==> src/hdl/cdcs_pkg.sv <==
// Shared types and constants for the command driven character stack.
package cdcs_pkg;

  localparam int CMD_W  = 4;
  localparam int DATA_W = 8;
  localparam int CNT_W  = 6;
  localparam int ST_W   = 3;

  // Command codes as they arrive on the command port
  localparam logic [CMD_W-1:0] CMD_PUSH    = 4'd0;
  localparam logic [CMD_W-1:0] CMD_LIST    = 4'd1;
  localparam logic [CMD_W-1:0] CMD_PEEK    = 4'd2;
  localparam logic [CMD_W-1:0] CMD_POP     = 4'd3;
  localparam logic [CMD_W-1:0] CMD_FULL    = 4'd4;
  localparam logic [CMD_W-1:0] CMD_COUNT   = 4'd5;
  localparam logic [CMD_W-1:0] CMD_TOP     = 4'd6;
  localparam logic [CMD_W-1:0] CMD_MEMBER  = 4'd7;
  localparam logic [CMD_W-1:0] CMD_REPLACE = 4'd8;
  localparam logic [CMD_W-1:0] CMD_CLEAR   = 4'd9;
  localparam logic [CMD_W-1:0] CMD_EMPTY   = 4'd10;
  localparam logic [CMD_W-1:0] CMD_SWAP    = 4'd11;
  localparam logic [CMD_W-1:0] CMD_REVERSE = 4'd12;

  // Result status codes
  localparam logic [ST_W-1:0] ST_OK       = 3'd0;
  localparam logic [ST_W-1:0] ST_EMPTY    = 3'd1;
  localparam logic [ST_W-1:0] ST_NO_ROOM  = 3'd2;
  localparam logic [ST_W-1:0] ST_POP_BIG  = 3'd3;
  localparam logic [ST_W-1:0] ST_SWAP_FEW = 3'd4;

  // Command queue between front and back
  localparam int QUEUE_DEPTH = 2;
  localparam int Q_AW        = 1;

  typedef enum logic [3:0] {
    OP_PUSH,
    OP_LIST,
    OP_PEEK,
    OP_POP,
    OP_FULL,
    OP_COUNT,
    OP_TOP,
    OP_MEMBER,
    OP_REPLACE,
    OP_CLEAR,
    OP_EMPTY,
    OP_SWAP,
    OP_REVERSE,
    OP_NONE
  } op_t;

  typedef struct packed {
    op_t               op;
    logic [DATA_W-1:0] data_char;
    logic [CNT_W-1:0]  pop_count;
    logic              group_start;
    logic [CNT_W-1:0]  group_length;
  } item_t;

  typedef struct packed {
    logic [ST_W-1:0]   status;
    logic [DATA_W-1:0] char_out;
    logic [CNT_W-1:0]  position;
    logic [CNT_W-1:0]  entry_count;
    logic              answer_flag;
    logic              last;
  } res_t;

endpackage

==> src/hdl/cdcs_front.sv <==
// Front end: accepts command items, decodes them and hands them to the queue.
module cdcs_front (
  input  logic                         clk,
  input  logic                         rst,
  input  logic                         start,
  output logic                         busy,
  input  logic [cdcs_pkg::CMD_W-1:0]   command,
  input  logic [cdcs_pkg::DATA_W-1:0]  data_char,
  input  logic [cdcs_pkg::CNT_W-1:0]   pop_count,
  input  logic                         group_start,
  input  logic [cdcs_pkg::CNT_W-1:0]   group_length,
  input  logic                         q_full,
  output logic                         q_push,
  output cdcs_pkg::item_t              q_item
);

  logic            held;
  cdcs_pkg::item_t item;
  cdcs_pkg::op_t   op_dec;
  logic            take;

  assign busy   = held & q_full;
  assign take   = start & ~busy;
  assign q_push = held;
  assign q_item = item;

  always_comb begin
    unique case (command)
      cdcs_pkg::CMD_PUSH:    op_dec = cdcs_pkg::OP_PUSH;
      cdcs_pkg::CMD_LIST:    op_dec = cdcs_pkg::OP_LIST;
      cdcs_pkg::CMD_PEEK:    op_dec = cdcs_pkg::OP_PEEK;
      cdcs_pkg::CMD_POP:     op_dec = cdcs_pkg::OP_POP;
      cdcs_pkg::CMD_FULL:    op_dec = cdcs_pkg::OP_FULL;
      cdcs_pkg::CMD_COUNT:   op_dec = cdcs_pkg::OP_COUNT;
      cdcs_pkg::CMD_TOP:     op_dec = cdcs_pkg::OP_TOP;
      cdcs_pkg::CMD_MEMBER:  op_dec = cdcs_pkg::OP_MEMBER;
      cdcs_pkg::CMD_REPLACE: op_dec = cdcs_pkg::OP_REPLACE;
      cdcs_pkg::CMD_CLEAR:   op_dec = cdcs_pkg::OP_CLEAR;
      cdcs_pkg::CMD_EMPTY:   op_dec = cdcs_pkg::OP_EMPTY;
      cdcs_pkg::CMD_SWAP:    op_dec = cdcs_pkg::OP_SWAP;
      cdcs_pkg::CMD_REVERSE: op_dec = cdcs_pkg::OP_REVERSE;
      default:               op_dec = cdcs_pkg::OP_NONE;
    endcase
  end

  always_ff @(posedge clk) begin
    if (rst) begin
      held <= 1'b0;
    end else if (take) begin
      held <= 1'b1;
    end else if (held && !q_full) begin
      held <= 1'b0;
    end
  end

  always_ff @(posedge clk) begin
    if (take) begin
      item.op           <= op_dec;
      item.data_char    <= data_char;
      item.pop_count    <= pop_count;
      item.group_start  <= group_start;
      item.group_length <= group_length;
    end
  end

endmodule

==> src/hdl/cdcs_queue.sv <==
// Short command queue that decouples the front end from the execution back end.
module cdcs_queue (
  input  logic            clk,
  input  logic            rst,
  input  logic            push,
  input  cdcs_pkg::item_t wr_item,
  input  logic            pop,
  output cdcs_pkg::item_t rd_item,
  output logic            valid,
  output logic            full
);

  cdcs_pkg::item_t                slots [cdcs_pkg::QUEUE_DEPTH];
  logic [cdcs_pkg::Q_AW-1:0]      wr_ptr;
  logic [cdcs_pkg::Q_AW-1:0]      rd_ptr;
  logic [cdcs_pkg::Q_AW:0]        count;
  logic                           do_push;
  logic                           do_pop;

  assign full    = count == (cdcs_pkg::Q_AW + 1)'(cdcs_pkg::QUEUE_DEPTH);
  assign valid   = count != '0;
  assign do_push = push & ~full;
  assign do_pop  = pop & valid;
  assign rd_item = slots[rd_ptr];

  always_ff @(posedge clk) begin
    if (rst) begin
      wr_ptr <= '0;
      rd_ptr <= '0;
      count  <= '0;
    end else begin
      if (do_push) begin
        wr_ptr <= (wr_ptr == cdcs_pkg::Q_AW'(cdcs_pkg::QUEUE_DEPTH - 1)) ? '0
                  : wr_ptr + cdcs_pkg::Q_AW'(1);
      end
      if (do_pop) begin
        rd_ptr <= (rd_ptr == cdcs_pkg::Q_AW'(cdcs_pkg::QUEUE_DEPTH - 1)) ? '0
                  : rd_ptr + cdcs_pkg::Q_AW'(1);
      end
      case ({do_push, do_pop})
        2'b10:   count <= count + (cdcs_pkg::Q_AW + 1)'(1);
        2'b01:   count <= count - (cdcs_pkg::Q_AW + 1)'(1);
        default: count <= count;
      endcase
    end
  end

  always_ff @(posedge clk) begin
    if (do_push) begin
      slots[wr_ptr] <= wr_item;
    end
  end

endmodule

==> src/hdl/cdcs_back.sv <==
// Back end: owns the stack memory and size, executes commands and walks entries.
module cdcs_back #(
  parameter int DEPTH = 32
) (
  input  logic            clk,
  input  logic            rst,
  input  logic            q_valid,
  input  cdcs_pkg::item_t q_item,
  output logic            q_pop,
  output logic            res_valid,
  output cdcs_pkg::res_t  res
);

  localparam int AW = $clog2(DEPTH);
  localparam int SW = $clog2(DEPTH + 1);
  localparam int CW = ((SW > cdcs_pkg::CNT_W) ? SW : cdcs_pkg::CNT_W) + 1;

  typedef enum logic [6:0] {
    S_IDLE   = 7'b0000001,
    S_DECIDE = 7'b0000010,
    S_PRIME  = 7'b0000100,
    S_WALK   = 7'b0001000,
    S_SWAP_A = 7'b0010000,
    S_SWAP_B = 7'b0100000,
    S_SWAP_C = 7'b1000000
  } state_t;

  state_t                         state;
  cdcs_pkg::item_t                cur;
  logic [SW-1:0]                  stack_size;
  logic                           drop_group;
  logic [AW-1:0]                  walk_idx;
  logic [SW-1:0]                  walk_left;
  logic                           walk_down;
  logic                           walk_search;
  logic [cdcs_pkg::CNT_W-1:0]     walk_pos;
  logic [cdcs_pkg::CNT_W-1:0]     walk_cnt;
  logic                           found;
  logic [cdcs_pkg::DATA_W-1:0]    swap_tmp;

  logic [cdcs_pkg::DATA_W-1:0]    mem [DEPTH];
  logic [cdcs_pkg::DATA_W-1:0]    rd_data;
  logic [AW-1:0]                  rd_addr;
  logic                           we;
  logic [AW-1:0]                  wr_addr;
  logic [cdcs_pkg::DATA_W-1:0]    wr_data;

  logic [AW-1:0]                  top_addr;
  logic [AW-1:0]                  below_addr;
  logic [AW-1:0]                  walk_step;
  logic [CW-1:0]                  size_w;
  logic [CW-1:0]                  free_w;
  logic [CW-1:0]                  pop_n_w;
  logic [SW-1:0]                  pop_rest;
  logic [cdcs_pkg::CNT_W-1:0]     size_c;
  logic                           size_zero;
  logic                           is_full;
  logic                           match;
  logic                           walk_end;
  logic                           push_wr;
  logic                           push_drop;
  logic [cdcs_pkg::ST_W-1:0]      push_st;

  function automatic cdcs_pkg::res_t mk_res(
    input logic [cdcs_pkg::ST_W-1:0]   st,
    input logic [cdcs_pkg::DATA_W-1:0] ch,
    input logic [cdcs_pkg::CNT_W-1:0]  pos,
    input logic [cdcs_pkg::CNT_W-1:0]  cnt,
    input logic                        flag,
    input logic                        lst
  );
    cdcs_pkg::res_t r;
    r.status      = st;
    r.char_out    = ch;
    r.position    = pos;
    r.entry_count = cnt;
    r.answer_flag = flag;
    r.last        = lst;
    return r;
  endfunction

  assign top_addr   = AW'(stack_size - SW'(1));
  assign below_addr = AW'(stack_size - SW'(2));
  assign walk_step  = walk_down ? walk_idx - AW'(1) : walk_idx + AW'(1);
  assign size_w     = CW'(stack_size);
  assign free_w     = CW'(DEPTH) - size_w;
  assign pop_n_w    = (cur.pop_count == '0) ? CW'(1) : CW'(cur.pop_count);
  assign pop_rest   = stack_size - SW'(pop_n_w);
  assign size_c     = cdcs_pkg::CNT_W'(stack_size);
  assign size_zero  = stack_size == '0;
  assign is_full    = size_w >= CW'(DEPTH);
  assign match      = rd_data == cur.data_char;
  assign walk_end   = walk_left == SW'(1);
  assign q_pop      = (state == S_IDLE) && q_valid;

  // Push group decision: start item checks the room, later items follow the drop flag and else check for a full stack
  always_comb begin
    push_wr   = 1'b0;
    push_drop = drop_group;
    push_st   = cdcs_pkg::ST_OK;
    if (cur.group_start) begin
      if (CW'(cur.group_length) > free_w) begin
        push_drop = 1'b1;
        push_st   = cdcs_pkg::ST_NO_ROOM;
      end else if (cur.group_length == '0) begin
        push_drop = 1'b1;
      end else begin
        push_drop = 1'b0;
        push_wr   = 1'b1;
      end
    end else if (drop_group) begin
      push_st = cdcs_pkg::ST_NO_ROOM;
    end else if (is_full) begin
      push_drop = 1'b1;
      push_st   = cdcs_pkg::ST_NO_ROOM;
    end else begin
      push_wr = 1'b1;
    end
  end

  always_comb begin
    we      = 1'b0;
    wr_addr = top_addr;
    wr_data = cur.data_char;
    case (state)
      S_DECIDE: begin
        if (cur.op == cdcs_pkg::OP_PUSH && push_wr) begin
          we      = 1'b1;
          wr_addr = AW'(stack_size);
        end else if (cur.op == cdcs_pkg::OP_REPLACE && !size_zero) begin
          we = 1'b1;
        end
      end
      S_SWAP_B: begin
        we      = 1'b1;
        wr_data = rd_data;
      end
      S_SWAP_C: begin
        we      = 1'b1;
        wr_addr = below_addr;
        wr_data = swap_tmp;
      end
      default: we = 1'b0;
    endcase
  end

  always_comb begin
    case (state)
      S_DECIDE: rd_addr = top_addr;
      S_SWAP_A: rd_addr = below_addr;
      default:  rd_addr = walk_idx;
    endcase
  end

  always_ff @(posedge clk) begin
    if (we) begin
      mem[wr_addr] <= wr_data;
    end
    rd_data <= mem[rd_addr];
  end

  always_ff @(posedge clk) begin
    if (rst) begin
      state      <= S_IDLE;
      stack_size <= '0;
      drop_group <= 1'b0;
      res_valid  <= 1'b0;
    end else begin
      res_valid <= 1'b0;
      unique case (state)
        S_IDLE: begin
          if (q_valid) begin
            cur   <= q_item;
            state <= S_DECIDE;
          end
        end

        S_DECIDE: begin
          state       <= S_IDLE;
          drop_group  <= 1'b0;
          found       <= 1'b0;
          walk_search <= 1'b0;
          walk_pos    <= '0;
          walk_cnt    <= size_c;
          walk_left   <= stack_size;
          walk_idx    <= '0;
          walk_down   <= 1'b0;
          unique case (cur.op) inside
            cdcs_pkg::OP_PUSH: begin
              drop_group <= push_drop;
              res_valid  <= 1'b1;
              if (push_wr) begin
                stack_size <= stack_size + SW'(1);
                res <= mk_res(push_st, '0, '0, cdcs_pkg::CNT_W'(stack_size + SW'(1)),
                              1'b0, 1'b1);
              end else begin
                res <= mk_res(push_st, '0, '0, size_c, 1'b0, 1'b1);
              end
            end
            cdcs_pkg::OP_LIST, cdcs_pkg::OP_REVERSE: begin
              if (size_zero) begin
                res_valid <= 1'b1;
                res       <= mk_res(cdcs_pkg::ST_EMPTY, '0, '0, '0, 1'b0, 1'b1);
              end else begin
                walk_down <= cur.op == cdcs_pkg::OP_REVERSE;
                walk_idx  <= (cur.op == cdcs_pkg::OP_REVERSE) ? top_addr : '0;
                state     <= S_PRIME;
              end
            end
            cdcs_pkg::OP_PEEK, cdcs_pkg::OP_TOP: begin
              if (size_zero) begin
                res_valid <= 1'b1;
                res       <= mk_res(cdcs_pkg::ST_EMPTY, '0, '0, '0, 1'b0, 1'b1);
              end else begin
                walk_idx  <= top_addr;
                walk_left <= SW'(1);
                walk_pos  <= (cur.op == cdcs_pkg::OP_TOP) ? size_c : '0;
                state     <= S_PRIME;
              end
            end
            cdcs_pkg::OP_POP: begin
              if (cur.pop_count == '0 && size_zero) begin
                res_valid <= 1'b1;
                res       <= mk_res(cdcs_pkg::ST_EMPTY, '0, '0, '0, 1'b0, 1'b1);
              end else if (pop_n_w > size_w) begin
                res_valid <= 1'b1;
                res       <= mk_res(cdcs_pkg::ST_POP_BIG, '0, '0, size_c, 1'b0, 1'b1);
              end else begin
                // Entries stay in memory; the walk reads them top down
                stack_size <= pop_rest;
                walk_cnt   <= cdcs_pkg::CNT_W'(pop_rest);
                walk_left  <= SW'(pop_n_w);
                walk_idx   <= top_addr;
                walk_down  <= 1'b1;
                state      <= S_PRIME;
              end
            end
            cdcs_pkg::OP_CLEAR: begin
              if (size_zero) begin
                res_valid <= 1'b1;
                res       <= mk_res(cdcs_pkg::ST_OK, '0, '0, '0, 1'b0, 1'b1);
              end else begin
                stack_size <= '0;
                walk_cnt   <= '0;
                walk_idx   <= top_addr;
                walk_down  <= 1'b1;
                state      <= S_PRIME;
              end
            end
            cdcs_pkg::OP_MEMBER: begin
              if (size_zero) begin
                res_valid <= 1'b1;
                res       <= mk_res(cdcs_pkg::ST_OK, '0, '0, '0, 1'b0, 1'b1);
              end else begin
                walk_search <= 1'b1;
                state       <= S_PRIME;
              end
            end
            cdcs_pkg::OP_REPLACE: begin
              res_valid <= 1'b1;
              if (size_zero) begin
                res <= mk_res(cdcs_pkg::ST_EMPTY, '0, '0, '0, 1'b0, 1'b1);
              end else begin
                res <= mk_res(cdcs_pkg::ST_OK, '0, '0, size_c, 1'b0, 1'b1);
              end
            end
            cdcs_pkg::OP_SWAP: begin
              if (stack_size < SW'(2)) begin
                res_valid <= 1'b1;
                res       <= mk_res(cdcs_pkg::ST_SWAP_FEW, '0, '0, size_c, 1'b0, 1'b1);
              end else begin
                state <= S_SWAP_A;
              end
            end
            cdcs_pkg::OP_FULL: begin
              res_valid <= 1'b1;
              res       <= mk_res(cdcs_pkg::ST_OK, '0, '0, size_c, is_full, 1'b1);
            end
            cdcs_pkg::OP_EMPTY: begin
              res_valid <= 1'b1;
              res       <= mk_res(cdcs_pkg::ST_OK, '0, '0, size_c, size_zero, 1'b1);
            end
            default: begin
              res_valid <= 1'b1;
              res       <= mk_res(cdcs_pkg::ST_OK, '0, '0, size_c, 1'b0, 1'b1);
            end
          endcase
        end

        S_PRIME: begin
          if (!walk_end) begin
            walk_idx <= walk_step;
          end
          state <= S_WALK;
        end

        S_WALK: begin
          if (walk_search) begin
            found <= found | match;
            if (walk_end) begin
              res_valid <= 1'b1;
              res <= mk_res(cdcs_pkg::ST_OK, '0, '0, walk_cnt, found | match, 1'b1);
            end
          end else begin
            res_valid <= 1'b1;
            res <= mk_res(cdcs_pkg::ST_OK, rd_data, walk_pos, walk_cnt, 1'b0, walk_end);
          end
          if (walk_end) begin
            state <= S_IDLE;
          end else begin
            walk_left <= walk_left - SW'(1);
            if (walk_left != SW'(2)) begin
              walk_idx <= walk_step;
            end
          end
        end

        S_SWAP_A: begin
          swap_tmp <= rd_data;
          state    <= S_SWAP_B;
        end

        S_SWAP_B: begin
          state <= S_SWAP_C;
        end

        S_SWAP_C: begin
          // Swap done; list the whole stack bottom to top
          walk_idx  <= '0;
          walk_down <= 1'b0;
          walk_left <= stack_size;
          walk_cnt  <= size_c;
          walk_pos  <= '0;
          state     <= S_PRIME;
        end

        default: state <= S_IDLE;
      endcase
    end
  end

endmodule

==> src/hdl/command_driven_char_stack_top.sv <==
// Command driven character stack: a byte LIFO of DEPTH entries with search and listing.
//
// Input channel: an item (command and its operands) is taken at a rising edge
// where start is high and busy is low. busy rises only when the front register
// and the two-entry command queue are both occupied.
// Result channel: each result is shown for exactly one cycle with strobe high;
// the receiver cannot stall it. last marks the final result of an item.
// The first result of an item passes the front register, the queue, the fetch
// into the back end and the execute step.
// Throughput: the back end takes a new item only after the last one is done. Listing,
// pop, clear and member walk the stack memory through its one registered read
// port: a prime step, then one entry per cycle. Swap adds three read-modify-write
// steps on the memory before its listing.
// Reset: rst (synchronous) empties the stack, clears the push-group drop flag
// and flushes the queue; memory contents are not cleared, and only written
// entries ever reach a result.
module command_driven_char_stack_top #(
  parameter int DEPTH = 32
) (
  input  logic                         clk,
  input  logic                         rst,
  input  logic                         start,
  output logic                         busy,
  input  logic [cdcs_pkg::CMD_W-1:0]   command,
  input  logic [cdcs_pkg::DATA_W-1:0]  data_char,
  input  logic [cdcs_pkg::CNT_W-1:0]   pop_count,
  input  logic                         group_start,
  input  logic [cdcs_pkg::CNT_W-1:0]   group_length,
  output logic                         strobe,
  output logic [cdcs_pkg::ST_W-1:0]    status,
  output logic [cdcs_pkg::DATA_W-1:0]  char_out,
  output logic [cdcs_pkg::CNT_W-1:0]   position,
  output logic [cdcs_pkg::CNT_W-1:0]   entry_count,
  output logic                         answer_flag,
  output logic                         last
);

  logic            q_full;
  logic            q_push;
  logic            q_valid;
  logic            q_pop;
  cdcs_pkg::item_t f_item;
  cdcs_pkg::item_t q_item;
  cdcs_pkg::res_t  res;

  cdcs_front u_front (
    .clk          (clk),
    .rst          (rst),
    .start        (start),
    .busy         (busy),
    .command      (command),
    .data_char    (data_char),
    .pop_count    (pop_count),
    .group_start  (group_start),
    .group_length (group_length),
    .q_full       (q_full),
    .q_push       (q_push),
    .q_item       (f_item)
  );

  cdcs_queue u_queue (
    .clk     (clk),
    .rst     (rst),
    .push    (q_push),
    .wr_item (f_item),
    .pop     (q_pop),
    .rd_item (q_item),
    .valid   (q_valid),
    .full    (q_full)
  );

  cdcs_back #(
    .DEPTH (DEPTH)
  ) u_back (
    .clk       (clk),
    .rst       (rst),
    .q_valid   (q_valid),
    .q_item    (q_item),
    .q_pop     (q_pop),
    .res_valid (strobe),
    .res       (res)
  );

  assign status      = res.status;
  assign char_out    = res.char_out;
  assign position    = res.position;
  assign entry_count = res.entry_count;
  assign answer_flag = res.answer_flag;
  assign last        = res.last;

endmodule
==> config.mk <==
export PLATFORM = sky130hd
export DESIGN_NAME = command_driven_char_stack_top
export DESIGN_NICKNAME = d
export VERILOG_FILES = /design/src/hdl/cdcs_pkg.sv /design/src/hdl/cdcs_front.sv /design/src/hdl/cdcs_queue.sv /design/src/hdl/cdcs_back.sv /design/src/hdl/command_driven_char_stack_top.sv
export SDC_FILE = /design/constraint.sdc
export NUM_CORES = 1
export LEC_CHECK = 0
export BUFFER_PORTS_ARGS = -buffer_cell sky130_fd_sc_hd__buf_2
export CORE_MARGIN = 2
export CORE_UTILIZATION = 60
export CTS_BUF_LIST = sky130_fd_sc_hd__clkbuf_16
export CTS_CLUSTER_DIAMETER = 100
export DETAILED_ROUTE_END_ITERATION = 8
export PLACE_DENSITY = 0.77
export SLEW_MARGIN = 20
export SYNTH_ARGS = -nofsm -noshare
export SYNTH_HDL_FRONTEND = slang
export SYNTH_SLANG_ARGS = --single-unit
==> constraint.sdc <==
create_clock -name clk -period 8.2 [get_ports clk]
set_input_delay 1.23 -clock clk [delete_from_list [all_inputs] [get_ports clk]]
set_output_delay 1.23 -clock clk [all_outputs]
set_load 0.05 [all_outputs]
==> results.txt <==
Worst Setup Start Kind -> flip-flop
Layout area overhead -> 11.8%
Clk buf depth -> 3
# IOs -> 55
CP max stage delay -> 780 ps
Cells after synthesis -> 1529
Worst hold start -> u_front.q_item[20]
Root Driver -> clkbuf_16
Fmax -> 0.175 GHz
Clk_skew -> 26.4 ps
Final period util -> 69.8%
Global Route Usage Sum -> 28.8%
Core Area -> 31700 sq um
CP Capture Type -> flip-flop
Req. time, crit path -> 8360 ps
# diodes -> 0
Post-synth top area cell -> edfxtp_1
Cell Chain, Critical Path -> inv_1 -> ha_1 -> nor3b_2 -> xnor2_1 -> ha_1 -> and3_1 -> o21a_1 -> a2111oi_0 -> o21a_1 -> a21o_1 -> a41oi_1 -> or4_4 -> nor4_2
Highest-delay cell along the critical path -> dfxtp_1
Area share of the leading cell type in the synthesized netlist -> 64.2%
# setup viols final -> 0
Relative slew slack -> 33.7%
Hold EP -> u_queue.slots[0][20]
Hpwl dp -> 30700 um
Post-synth top cells -> 415 x edfxtp_1, 287 x nand2_1, 63 x nor2_1
Syn. warnings -> 0
Final ANT Viol Nets -> 0
Final Hold Fails -> 0
CTS H-tree depth -> 2
Critical path class -> flip-flop to flip-flop
RSZ-0062 raised after global routing -> false
CTS-repair resized insts -> 0
CP Data Arrival Time -> 5890 ps
Post-synth EDFFs -> 415
Clock sink count -> 443
Worst hold path class -> flip-flop to flip-flop
Worst slew pin tran -> 991 ps
Post-CTS Setup Inserts -> 0
CTS clk-pin slew, worst paths -> 60 ps
Crit path setup slack, layout -> 2480 ps
Static Leak -> 7.55 nW
Post-route cell area -> 21700 sq um
Layout cell share with drive strength beyond 1 -> 14.5%
CTS buffer count -> 44
Primary FF master, synth -> edfxtp_1
First-pass GRT wire length -> 73600 um
Seq/Total Area, Yosys -> 67.1%
Rows -> 65
Cts hold-fix bufs -> 0
FF-to-FF Start -> u_back.size_c[1]
GR Overflow Total -> 0
DP Worst Slack -> 2620 ps
Largest net degree at the start of global routing -> 81
Clock latency on the worst-skew pair -> 560 ps
Max-slew violation count -> 0
Status -> finished, final reports clean
Pre-Repair DR Iteration Count -> 6
Placement Cell Area -> 20200 sq um
Vias in the first global route -> 12785
Hold Slack -> 445 ps
Initial antenna violation count -> 0
Final worst path period need -> 5720 ps
Starting Density -> 61.2%
Ys async rst share -> 0%
Post-Syn Area per Cell -> 12.7 sq um
Drt initial violations -> 1917
Most common cell in the synthesized netlist -> edfxtp_1
Worst IR Drop VDD -> 0.000279 V
Hold depth -> 0
Total power -> 5.67 mW
WL/cell -> 23.4 um
Register bit total from synthesis -> 443
Area contributors post-synth -> edfxtp_1 64%, nand2_1 5.6%, dfxtp_1 2.9%
Max FO, Critical Path -> 16
Die width -> 184 um
Post-Route WL -> 47500 um
PD cells -> 261 nW/um^2
Vias -> 13223
Syn Nets -> 1583
Max-cap violations -> 0
CTS tree -> yes
Reg2Reg Capture Point -> u_back.mem[5][5]
Residual DRC count -> 0
Fillers -> 2166
R2R depth -> 13
Worst R2R Setup Slack -> 2480 ps
Routability cong. -> 0.975
Die area -> 33800 sq um
Distinct cell type count of the synthesized netlist -> 78
Die Y-Extent -> 184 um
Mapped cell area -> 19400 sq um
Routed vias/inst -> 6.50
Setup TNS -> 0 ps
I/O Buffers -> 54
Final Net Count -> 1650
-- critical path, delay by kind of cell, from the launching register on --
| kind | cells | cell delay [ps] |
|---|---|---|
| AOI/OAI and AO/OA | 5 | 1430 |
| xor gates and xnor gates | 1 | 390 |
| adders and majority gates | 2 | 660 |
| buffers and inverters | 1 | 270 |
| DFF | 1 | 780 |
| and+or+nand+nor | 4 | 1790 |
-- cell type report --
cell class	instances	area [sq um]	share of cell area, %
Inverter	28	105	0.485
Clock inverter	37	352	1.62
Clock buffer	44	1100	5.08
Multi-Input combinational cell	973	5950	27.4
Timing Repair Buffer	106	661	3.05
Sequential cell	443	13000	60.0
Tap cell	402	503	2.32
-- metrics by stage --
| stage | std cells | util, % |
|---|---|---|
| after floorplan | 1529 | - |
| final | 2033 | 68.4 |
| after detailed placement | 1952 | 63.8 |
| after global routing | 2033 | 68.4 |
| after CTS | 2033 | 68.3 |
| after global placement | 1952 | 63.8 |
-- per-layer routing --
| metal | wire length, um | GRT usage (%) |
|---|---|---|
| met1 | 19000 | 41.0 |
| met2 | 21900 | 44.7 |
| met3 | 5180 | 6.42 |
| met4 | 1450 | 9.41 |
| met5 | 0 | 0 |
-- registers in the layout, summed over array words and instances, names as in the netlist, 5 cells and up --
name	cells
u_back.swap_tmp	8
u_back.walk_cnt	6
u_back.size_c	6
u_back.res	25
u_back.walk_pos	6
u_back.cur	25
u_back.state	7
u_back.walk_left	6
u_queue.slots	50
u_front.q_item	25
u_back.mem	256
u_back.walk_idx	5
u_back.rd_data	8
-- cells in the final DEF (no fill, tap or decap), types with 16 or more instances in the layout --
master,count
nand2_1,281
nor2_1,61
nor3_1,23
buf_2,54
ha_1,24
inv_1,33
xnor2_1,16
mux2_2,27
a22oi_1,31
edfxtp_1,415
o21ai_0,41
a211oi_1,21
and2_1,33
nor4_1,34
nand3_1,58
dfxtp_1,28
and3_1,28
a21oi_1,53
buf_4,52
xor2_1,19
a31oi_1,21
clkbuf_16,44
-- how the worst max path moves through the flow --
stage	start	end
6_report	u_back.size_c[1]	u_back.mem[5][5]
5_1_grt	u_back.size_c[1]	u_back.mem[5][5]
4_1_cts	u_back.size_c[1]	u_back.mem[5][5]
3_5_place_dp	u_back.size_c[1]	u_back.mem[5][5]
3_3_place_gp	u_back.size_c[1]	u_back.mem[7][3]
2_1_floorplan	u_back.cur[11]	u_back.res[0]
-- kinds of logic after synthesis --
group                      Yosys count  share of synthesized area (%)
muxes                               28                           1.62
buffers and inverters              113                           2.66
and+or+nand+nor                    596                           14.6
xor gates and xnor gates            35                           1.58
DFF                                443                           67.1
AOI/OAI and AO/OA                  288                           10.6
adders and majority gates           26                           1.75
-- where the power goes --
part / switching [mW] / total (mW) / leakage [nW] / internal (mW)
combinational: 0.626 / 0.883 / 2.81 / 0.257
sequential: 0.108 / 2.78 / 4.01 / 2.67
clock: 0.834 / 2.00 / 0.726 / 1.17
total: 1.57 / 5.67 / 7.55 / 4.10
Note: power is estimated with default switching activity, not from simulation.
